## src/hw/rtl/rbo_pkg.sv

```systemverilog
package rbo_pkg;

  localparam int unsigned MaxWidthDef  = 1024;
  localparam int unsigned LabelBitsDef = 16;
  localparam int unsigned CfgBits      = 11;
  localparam int unsigned CfgIdxBits   = 2;
  localparam int unsigned GainBits     = 9;
  localparam int unsigned QueueDepth   = 2;

  localparam logic [CfgBits-1:0]  WidthReset  = 11'd640;
  localparam logic [CfgBits-1:0]  HeightReset = 11'd480;
  localparam logic [GainBits-1:0] GainReset   = 9'd230;
  localparam logic [7:0]          ChanMax     = 8'd255;

  typedef enum logic [CfgIdxBits-1:0] {
    RegFrameWidth  = 2'd0,
    RegFrameHeight = 2'd1,
    RegDimGain     = 2'd2
  } cfg_reg_e;

  typedef enum logic {
    CmdPixel = 1'b0,
    CmdDrain = 1'b1
  } cmd_e;

  typedef struct packed {
    logic        cmd;
    logic [7:0]  in_red;
    logic [7:0]  in_green;
    logic [7:0]  in_blue;
    logic [15:0] region_label;
  } in_item_t;

  typedef struct packed {
    logic [7:0] out_red;
    logic [7:0] out_green;
    logic [7:0] out_blue;
    logic       on_boundary;
    logic       frame_end;
  } out_item_t;

  typedef struct packed {
    logic [CfgBits-1:0]  frame_width;
    logic [CfgBits-1:0]  frame_height;
    logic [GainBits-1:0] dim_gain;
  } cfg_t;

  // classified item handed from front to back
  typedef struct packed {
    logic        boundary;
    logic [23:0] rgb;
    logic        last;
  } work_t;

endpackage

```

## src/hw/rtl/rbo_queue.sv

```systemverilog
module rbo_queue (
  input  logic           clk_i,
  input  logic           rst_ni,
  input  logic           push_i,
  input  rbo_pkg::work_t data_i,
  output logic           full_o,
  input  logic           pop_i,
  output rbo_pkg::work_t data_o,
  output logic           empty_o
);

  localparam int unsigned Depth = rbo_pkg::QueueDepth;
  localparam int unsigned PW    = (Depth > 1) ? $clog2(Depth) : 1;
  localparam int unsigned NW    = $clog2(Depth + 1);

  rbo_pkg::work_t slot_q [Depth];
  logic [PW-1:0]  wr_q;
  logic [PW-1:0]  rd_q;
  logic [NW-1:0]  cnt_q;
  logic           push_ok;
  logic           pop_ok;

  assign full_o  = (cnt_q == NW'(Depth));
  assign empty_o = (cnt_q == '0);
  assign push_ok = push_i && !full_o;
  assign pop_ok  = pop_i && !empty_o;
  assign data_o  = slot_q[rd_q];

  always_ff @(posedge clk_i) begin
    if (push_ok) begin
      slot_q[wr_q] <= data_i;
    end
  end

  always_ff @(posedge clk_i or negedge rst_ni) begin
    if (!rst_ni) begin
      wr_q  <= '0;
      rd_q  <= '0;
      cnt_q <= '0;
    end else begin
      if (push_ok) begin
        wr_q <= (wr_q == PW'(Depth - 1)) ? '0 : wr_q + PW'(1);
      end
      if (pop_ok) begin
        rd_q <= (rd_q == PW'(Depth - 1)) ? '0 : rd_q + PW'(1);
      end
      case ({push_ok, pop_ok})
        2'b10:   cnt_q <= cnt_q + NW'(1);
        2'b01:   cnt_q <= cnt_q - NW'(1);
        default: cnt_q <= cnt_q;
      endcase
    end
  end

  a_cnt_bound: assert property (@(posedge clk_i) disable iff (!rst_ni)
    cnt_q <= NW'(Depth))
    else $error("queue count over depth");

  a_cnt_grow: assert property (@(posedge clk_i) disable iff (!rst_ni)
    (push_ok && !pop_ok) |=> (cnt_q == $past(cnt_q) + NW'(1)))
    else $error("queue count lost a push");

endmodule

```

## config.mk

```make
export PLATFORM = sky130hd
export DESIGN_NAME = rbo_queue
export DESIGN_NICKNAME = d
export VERILOG_FILES = /design/src/hw/rtl/rbo_pkg.sv /design/src/hw/rtl/rbo_queue.sv
export SDC_FILE = /design/constraint.sdc
export NUM_CORES = 1
export LEC_CHECK = 0
export BUFFER_PORTS_ARGS = -buffer_cell sky130_fd_sc_hd__clkbuf_2
export CAP_MARGIN = 30
export CELL_PAD_IN_SITES_DETAIL_PLACEMENT = 0
export CELL_PAD_IN_SITES_GLOBAL_PLACEMENT = 1
export CORE_ASPECT_RATIO = 0.8
export CORE_MARGIN = 1.5
export CORE_UTILIZATION = 43
export CTS_BUF_LIST = sky130_fd_sc_hd__clkbuf_16
export CTS_CLUSTER_DIAMETER = 200
export CTS_CLUSTER_SIZE = 24
export DETAILED_ROUTE_END_ITERATION = 7
export HOLD_SLACK_MARGIN = 0.03
export PLACE_DENSITY = 0.84
export RECOVER_POWER = 100
export SYNTH_ARGS = -nofsm -noshare
export SYNTH_HDL_FRONTEND = slang
export SYNTH_SLANG_ARGS = --single-unit
```

## constraint.sdc

```tcl
create_clock -name clk_i -period 2.7 [get_ports clk_i]
set_clock_uncertainty 0.1 [all_clocks]
set_input_delay 0.27 -clock clk_i [delete_from_list [all_inputs] [get_ports clk_i]]
set_output_delay 0.27 -clock clk_i [all_outputs]
set_load 0.03 [all_outputs]
```

==> results.json <==
{
  "grt_use_total_pct": 13.0,
  "path_clk_slew_ns": 0.06,
  "grt_remaining_overflow": 0,
  "cts-root-buf": "clkbuf_16",
  "maxCapViolCount": 0,
  "vias": 1053,
  "synth_compound_area_share_pct": 0,
  "worstPathRequired_ns": 2.33,
  "leakage_nw": 0.964,
  "syn_area_per_cell_um2": 22.0,
  "grt_max_degree": 27,
  "ys_seq_area_share_pct": 76.5,
  "slew_viol_final": 0,
  "antenna_found_initial": 0,
  "rows": 22,
  "tightest_slew_ns": 0.670,
  "yosys_warnings": 0,
  "synthArstFlopShare_pct": 7.14,
  "post_drt_wl_per_cell_um": 14.4,
  "clk_latency_ns": 0.29,
  "drt_iter0_drc": 46,
  "numCtsBuffers": 5,
  "period_share_pct": 68.1,
  "whs_ns": 0.0681,
  "hold_path_end": "slot_q[0][10]",
  "reg2regPathDepth": 4,
  "worst-path-max-fanout": 13,
  "cts.sinks": 56,
  "final.setup.tns_ns": 0,
  "synth_mux_area_share_pct": 16.8,
  "drc": 0,
  "ys.flop_type": "edfxtp_1",
  "postRouteAntennaNets": 0,
  "status": "complete, no violations",
  "initial_utilization_pct": 45.9,
  "yosysTopAreaCell": "edfxtp_1",
  "slew_headroom_pct": 55.3,
  "synthSimpleGateAreaFrac_pct": 1.67,
  "route.met3.wl_um": 335,
  "synth.distinct_cells": 15,
  "fillerInstances": 408,
  "syn_area_mm2": 0.00217,
  "hold_viol_final": 0,
  "start_kind": "register",
  "synthTopCellsByArea": "edfxtp_1, mux2_4, dfrtp_1",
  "route.met2.wl_um": 1510,
  "reg2reg_to": "slot_q[0][7]",
  "postSynthCellCount": 99,
  "port_buffers": 57,
  "cts_resized": 0,
  "hpwlAfterDp_um": 2340,
  "synth-xor-area-share_pct": 2.01,
  "ff_latch_area_mm2": 0.00166,
  "htree_num_levels": 2,
  "max_stage_delay_ns": 0.37,
  "arrival_ns": 1.47,
  "synth_top_area_share_pct": 71.8,
  "multi_input_area_um2": 459,
  "synth_edf_count": 52,
  "first_global_vias": 1098,
  "crit_slowest_cell": "mux2_2",
  "netlist_top_cells_count": "edfxtp_1, mux2_4, mux2_2",
  "dieArea_mm2": 0.00549,
  "wl_met1_um": 1350,
  "grt_setup_unrepaired": "false",
  "synth_top_family_by_area": "multiplexers",
  "synth.most_common_cell": "edfxtp_1",
  "grt_pass1_wl_um": 4910,
  "power_density_mw_per_mm2": 1170,
  "route.top_layer_used": "met4",
  "r2r_slack_ns": 0.89,
  "clk_path_buf_depth": 2,
  "die_width_um": 82.5,
  "vias_per_cell": 4.66,
  "min_path_type": "input pin to register",
  "worst-setup-path-type": "register to primary output",
  "syn-num-nets": 130,
  "nNetsFinal": 196,
  "ir_drop_mv": 0.584,
  "die_h_um": 66.6,
  "drive_gt1_share_pct": 29.5,
  "cts_tree": "yes",
  "pin_count": 58,
  "gp_congestion": 0.673,
  "hold_depth": 1,
  "path_cells": "buf_4 > mux2_2 > clkbuf_1",
  "synthAdderAreaFrac_pct": 0.576,
  "finalWirelength_um": 3260,
  "min_period_ns": 1.84,
  "antennaDiodeCount": 0,
  "r2r-start": "cnt_q[0]",
  "fmax_ghz": 0.544,
  "firstDrtPassIters": 4,
  "hp-start": "data_i[10]",
  "worstSetupEndpointType": "primary output",
  "synth_seq_cells": 56,
  "synthToLayoutAreaGrowth_pct": 19.6,
  "design.core.area_mm2": 0.00473,
  "report.final.setup_viol": 0
}
==> what timing repair did <==
action,CTS,global route
setup buffers,0,0
endpoints found under the hold margin,4,0
hold buffers,1,0
==> cell families after synthesis <==
| family | Yosys count |
|---|---|
| simple gates | 7 |
| flops | 56 |
| xor+xnor | 5 |
| fa+ha+maj | 1 |
| mux | 26 |
| buf+inv | 4 |
==> power by group <==
group	switching, mW	internal (mW)	leakage (nW)	total (mW)
logic	0.767	0.429	0.361	1.20
clock network	0.256	0.334	0.0738	0.589
registers	0.0668	1.20	0.530	1.26
total	1.09	1.96	0.964	3.05
==> layout by cell type (no fill, tap or decap) <==
master	netlist	layout
and3_1	1	1
xnor2_1	3	3
buf_4	0	2
clkbuf_1	0	45
clkinv_1	0	1
ha_1	1	1
dfrtp_1	4	4
nor2b_2	1	1
inv_1	1	3
mux2_4	19	19
mux2_2	7	7
edfxtp_1	52	52
nand2_1	1	1
xor2_1	2	2
nor2_2	0	1
nand2b_1	1	1
dlygate4sd3_1	0	1
nor2_1	3	2
clkbuf_16	0	5
clkbuf_2	0	14
==> how the worst max path moves through the flow <==
stage                         from            end  depth (start not counted)
after global routing      cnt_q[0]  slot_q[0][15]                          4
after global placement    cnt_q[0]  slot_q[0][14]                          4
after detailed placement  cnt_q[0]   slot_q[0][7]                          4
after floorplan           cnt_q[0]   slot_q[0][0]                          3
final                         rd_q      data_o[3]                          3
after CTS                     rd_q      data_o[3]                          3
==> critical path, delay by kind of cell, from the launching register on <==
family	cells	cell delay, ns
buf+inv	2	0.46
flops	1	0.34
mux	1	0.37
==> stage by stage <==
step	total power [mW]	worst slack, ns	instances	utilization (%)	area, um^2
after floorplan	2.30	0.447	99	-	2170
after global placement	2.51	1.19	217	53.1	2510
after detailed placement	2.55	1.13	217	53.1	2510
after CTS	3.15	0.863	226	56.2	2660
after global routing	3.21	0.778	226	54.9	2600
final	3.05	0.862	226	54.9	2600
==> state kept, by name (all words and copies together), names as in the netlist <==
| name | cells |
|---|---|
| slot_q | 52 |
| wr_q | 1 |
| rd_q | 1 |
| cnt_q | 2 |
==> metal layers <==
layer | up-vias | track usage, %
met3 | 6 | 5.34
met4 | 0 | 7.63
met5 | - | 0
met2 | 47 | 20.4
li1 | 506 | -
met1 | 494 | 14.9
==> final cells by class <==
type / count / area share [%]
well taps: 60 / 2.89
clock buffers: 5 / 4.81
repair buffers: 62 / 10.2
multi-input cells: 39 / 17.7
flip-flops and latches: 56 / 63.9
clock inverters: 3 / 0.433
inverters: 1 / 0.144
No activity file was read; power rests on OpenSTA's default activity.
