## config.mk

```make
export PLATFORM = sky130hd
export DESIGN_NAME = rbo_back
export DESIGN_NICKNAME = d
export VERILOG_FILES = /design/src/hw/rtl/rbo_pkg.sv /design/src/hw/rtl/rbo_back.sv
export SDC_FILE = /design/constraint.sdc
export NUM_CORES = 1
export LEC_CHECK = 0
export ABC_CLOCK_PERIOD_IN_PS = 4800
export BUFFER_PORTS_ARGS = -buffer_cell sky130_fd_sc_hd__clkbuf_2
export CORE_UTILIZATION = 68
export CTS_CLUSTER_SIZE = 20
export DETAILED_ROUTE_END_ITERATION = 8
export PLACE_DENSITY = 0.87
export RECOVER_POWER = 25
export SYNTH_ARGS = -nofsm -noshare
export SYNTH_HDL_FRONTEND = slang
export SYNTH_SLANG_ARGS = --single-unit
```

## constraint.sdc

```tcl
create_clock -name clk_i -period 4.8 [get_ports clk_i]
set_clock_uncertainty 0.2 [all_clocks]
set_input_delay 0.24 -clock clk_i [delete_from_list [all_inputs] [get_ports clk_i]]
set_output_delay 0.24 -clock clk_i [all_outputs]
set_load 0.005 [all_outputs]
```

## src/hw/rtl/rbo_pkg.sv

```systemverilog
package rbo_pkg;

  localparam int unsigned MaxWidthDef  = 1024;
  localparam int unsigned LabelBitsDef = 16;
  localparam int unsigned CfgBits      = 11;
  localparam int unsigned CfgIdxBits   = 2;
  localparam int unsigned GainBits     = 9;
  localparam int unsigned QueueDepth   = 2;

  localparam logic [CfgBits-1:0]  WidthReset  = 11'd640;
  localparam logic [CfgBits-1:0]  HeightReset = 11'd480;
  localparam logic [GainBits-1:0] GainReset   = 9'd230;
  localparam logic [7:0]          ChanMax     = 8'd255;

  typedef enum logic [CfgIdxBits-1:0] {
    RegFrameWidth  = 2'd0,
    RegFrameHeight = 2'd1,
    RegDimGain     = 2'd2
  } cfg_reg_e;

  typedef enum logic {
    CmdPixel = 1'b0,
    CmdDrain = 1'b1
  } cmd_e;

  typedef struct packed {
    logic        cmd;
    logic [7:0]  in_red;
    logic [7:0]  in_green;
    logic [7:0]  in_blue;
    logic [15:0] region_label;
  } in_item_t;

  typedef struct packed {
    logic [7:0] out_red;
    logic [7:0] out_green;
    logic [7:0] out_blue;
    logic       on_boundary;
    logic       frame_end;
  } out_item_t;

  typedef struct packed {
    logic [CfgBits-1:0]  frame_width;
    logic [CfgBits-1:0]  frame_height;
    logic [GainBits-1:0] dim_gain;
  } cfg_t;

  // classified item handed from front to back
  typedef struct packed {
    logic        boundary;
    logic [23:0] rgb;
    logic        last;
  } work_t;

endpackage

```

## src/hw/rtl/rbo_back.sv

```systemverilog
module rbo_back (
  input  logic                             clk_i,
  input  logic                             rst_ni,
  input  logic [rbo_pkg::GainBits-1:0]     gain_i,
  input  logic                             q_empty_i,
  input  rbo_pkg::work_t                   q_data_i,
  output logic                             q_pop_o,
  output logic                             empty_o,
  input  logic                             pop_i,
  output rbo_pkg::out_item_t               result_o
);

  localparam int unsigned GW = rbo_pkg::GainBits;
  localparam int unsigned PB = 8 + GW;

  function automatic logic [7:0] dim_chan(logic [7:0] c, logic [GW-1:0] g);
    logic [PB-1:0] prod;
    prod = PB'(c) * PB'(g);
    if (prod[PB-1:16] != '0) begin
      return rbo_pkg::ChanMax;
    end
    return prod[15:8];
  endfunction

  logic                 out_valid_q;
  rbo_pkg::out_item_t   out_q;
  rbo_pkg::out_item_t   out_d;
  logic                 load;

  assign load    = !q_empty_i && (!out_valid_q || pop_i);
  assign q_pop_o = load;

  always_comb begin
    if (q_data_i.boundary) begin
      out_d.out_red   = rbo_pkg::ChanMax;
      out_d.out_green = rbo_pkg::ChanMax;
      out_d.out_blue  = rbo_pkg::ChanMax;
    end else begin
      out_d.out_red   = dim_chan(q_data_i.rgb[23:16], gain_i);
      out_d.out_green = dim_chan(q_data_i.rgb[15:8], gain_i);
      out_d.out_blue  = dim_chan(q_data_i.rgb[7:0], gain_i);
    end
    out_d.on_boundary = q_data_i.boundary;
    out_d.frame_end   = q_data_i.last;
  end

  always_ff @(posedge clk_i or negedge rst_ni) begin
    if (!rst_ni) begin
      out_valid_q <= 1'b0;
    end else if (load) begin
      out_valid_q <= 1'b1;
    end else if (pop_i) begin
      out_valid_q <= 1'b0;
    end
  end

  always_ff @(posedge clk_i) begin
    if (load) begin
      out_q <= out_d;
    end
  end

  assign empty_o  = !out_valid_q;
  assign result_o = out_q;

endmodule

```

==> results.json <==
{
  "antenna_found_initial": 0,
  "netlist.area_leader.share_pct": 32.2,
  "dp_hpwl_um": 14200,
  "max_slew_margin_pct": 64.0,
  "dr.pass1.iters": 7,
  "ys.flop_type": "edfxtp_1",
  "cts_tree": "built",
  "hold_class": "in2async",
  "cts_sinks": 27,
  "routedWlPerCell_um": 16.3,
  "port_buffers": 66,
  "synth-seq-cells": 27,
  "fin_area_mm2": 0.00844,
  "grt_usage_pct": 31.9,
  "diodes": 0,
  "worstPathMaxFanout": 19,
  "setup_viol_count_final": 0,
  "yosysUniqueCellTypes": 51,
  "num_vias": 5918,
  "critPathKind": "in2reg",
  "finalNonFillerCells": 1052,
  "h-tree-depth": 1,
  "grt_pass1_vias": 6361,
  "maxCapViolations": 0,
  "synth_nets": 1084,
  "syn_area_mm2": 0.00765,
  "final_util_pct": 77.5,
  "grt_max_degree": 28,
  "grt_setup_unrepaired": "false",
  "placed_cell_area_mm2": 0.00836,
  "cts-root-buf": "clkbuf_8",
  "async_flop_share_pct": 3.70,
  "synth_top_cell_by_area": "fa_1",
  "yosysWarnings": 0,
  "synth_sequential_area_ratio_pct": 10.5,
  "slew_viol_final": 0,
  "die_h_um": 108,
  "finalCriticalPeriod_ns": 4.60,
  "p_leak_nw": 4.33,
  "finalHoldViolations": 0,
  "peakVddDrop_uv": 405,
  "post_cts_buffers": 0,
  "drt_iter0_drc": 448,
  "cts.clk_slew.worst_paths_ns": 0.10,
  "gp_congestion": 0.892,
  "overflow": 0,
  "worst_slew_pin_slew_ns": 0.541,
  "synth_edf_count": 26,
  "drive_gt1_share_pct": 12.5,
  "rows": 38,
  "drt_wl_total_um": 17100,
  "synth.area.top_cells": "fa_1 (32%), ha_1 (17%), and2_1 (15%)",
  "io_pins": 67,
  "drc": 0,
  "synth_area_per_cell_um2": 9.33,
  "syn_to_final_growth_pct": 10.3,
  "max_freq_mhz": 217,
  "start_util_pct": 70.2,
  "status": "complete, no violations",
  "dieArea_mm2": 0.0117,
  "worstSetupEndpointType": "flip-flop",
  "final_nets": 1177,
  "fp.coreArea_mm2": 0.0109,
  "period_share_pct": 95.9,
  "required_ns": 4.63,
  "numCtsBuffers": 3,
  "cp.arrival_ns": 4.43,
  "placedCellCount": 1044,
  "die_w_um": 108,
  "clockBufferDepth": 2,
  "netlist_instances": 820,
  "final_antenna_net_count": 0,
  "via_per_inst": 5.63,
  "p_per_area_mw_per_mm2": 365,
  "clk_latency_ns": 0.28,
  "cp-start-kind": "primary input",
  "setup_tns_ns": 0,
  "grt_pass1_wl_um": 29200
}
-- worst max-delay path: stages --
cell       delay [ns]
buf_2            0.29
nand2_1          0.15
fa_1             0.53
fa_1             0.50
inv_1            0.05
fa_1             0.49
fa_1             0.41
ha_1             0.36
a2111oi_4        0.39
o21ai_2          0.14
a41oi_4          0.28
o21bai_2         0.12
a2111oi_4        0.35
o32ai_1          0.12
-- what timing repair did --
item	CTS	global route
hold buffers	4	0
resized for setup	0	4
endpoints found under the hold margin	3	0
setup endpoints to repair	0	3
-- registers in the layout, indices dropped and copies added (netlist names) --
name         cells
out_valid_q      1
result_o        26
-- worst paths after layout --
path | start | endpoint | slack, ns | cells past startpoint
max in group asynchronous | rst_ni | out_valid_q | 4.23 | 2
max reg2reg | out_valid_q | out_valid_q | 3.23 | 3
min in group clk_i | q_data_i[25] | result_o[1] | 0.25 | 1
min | rst_ni | out_valid_q | 0.05 | 2
min reg2reg | out_valid_q | result_o[0] | 0.71 | 2
max | gain_i[2] | result_o[23] | 0.20 | 14
-- logic make-up (layout without fill, tap and decap cells) --
| family | count (synthesis) | count (layout) | synth area share, % |
|---|---|---|---|
| multiplexers | 1 | 1 | 0.131 |
| AO/OA/AOI/OAI | 91 | 91 | 8.77 |
| buffers and inverters | 181 | 273 | 9.00 |
| XOR/XNOR | 19 | 19 | 2.18 |
| adder cells (fa/ha/maj) | 225 | 225 | 48.9 |
| flip-flops | 27 | 27 | 10.5 |
| AND/OR/NAND/NOR | 276 | 276 | 20.5 |
-- power by group --
part / internal [mW] / switching [mW]
Clock: 0.0585 / 0.0801
Combinational: 1.14 / 1.40
Sequential: 0.383 / 0.0224
-- metrics by stage --
step	worst slack (ns)	hold slack, ns	total power [mW]
finish	0.198	0.0549	3.08
detailed placement	-0.0903	-0.182	2.91
global placement	0.000536	-0.184	2.81
global route	0.0126	0.0655	3.43
floorplan	0.146	-0.256	2.19
CTS	0.207	0.0552	3.08
-- Yosys cell counts, types with 2 or more instances --
cell type,n
a2111oi_0,2
a2111oi_4,2
a211oi_1,3
a21o_1,10
a21oi_1,23
a31oi_1,2
a31oi_2,2
and2_1,179
clkbuf_1,19
edfxtp_1,26
fa_1,123
ha_1,102
inv_1,160
nand2_1,46
nand2b_1,8
nand3_1,8
nand3b_1,2
nand4_1,3
nand4b_1,2
nor2_1,15
nor3_1,6
o211ai_1,2
o21a_1,6
o21ai_0,15
o21ai_1,5
o21ai_2,2
o21bai_1,3
o22ai_1,2
o31ai_1,2
or3_1,2
xnor2_1,15
xor2_1,4
-- cell type report --
class / count / area (µm²)
Clock inverter: 1 / 5.00
Inverter: 160 / 601
Fill cell: 706 / 2450
Sequential cell: 27 / 806
Multi-Input combinational cell: 612 / 6160
Timing Repair Buffer: 109 / 653
Clock buffer: 3 / 41.3
Tap cell: 140 / 175
-- placed cells by master, fill, tap and decap left out, types with 3 or more instances in the layout --
| cell type | synthesis | layout |
|---|---|---|
| a21oi_1 | 23 | 22 |
| ha_1 | 102 | 102 |
| a21o_1 | 10 | 10 |
| buf_4 | 0 | 39 |
| fa_1 | 123 | 123 |
| a211oi_1 | 3 | 3 |
| inv_1 | 160 | 160 |
| nand4_1 | 3 | 3 |
| clkbuf_8 | 0 | 3 |
| o21ai_0 | 15 | 15 |
| xor2_1 | 4 | 4 |
| nand2_1 | 46 | 46 |
| o21a_1 | 6 | 6 |
| o21bai_1 | 3 | 3 |
| o21ai_1 | 5 | 5 |
| clkbuf_2 | 0 | 53 |
| nand2b_1 | 8 | 8 |
| edfxtp_1 | 26 | 26 |
| clkbuf_1 | 19 | 10 |
| dlygate4sd3_1 | 0 | 4 |
| nor2_1 | 15 | 15 |
| xnor2_1 | 15 | 15 |
| and2_1 | 179 | 179 |
| nor3_1 | 6 | 6 |
| nand3_1 | 8 | 8 |
-- layer usage --
| metal | routed length, µm | vias up | track usage, % |
|---|---|---|---|
| met2 | 8920 | 208 | 56.2 |
| met1 | 6960 | 2901 | 40.8 |
| met3 | 824 | 42 | 3.74 |
| li1 | - | 2767 | - |
| met5 | 0 | - | 0 |
| met4 | 399 | 0 | 10.8 |
Power figures use the tool's default switching activity.
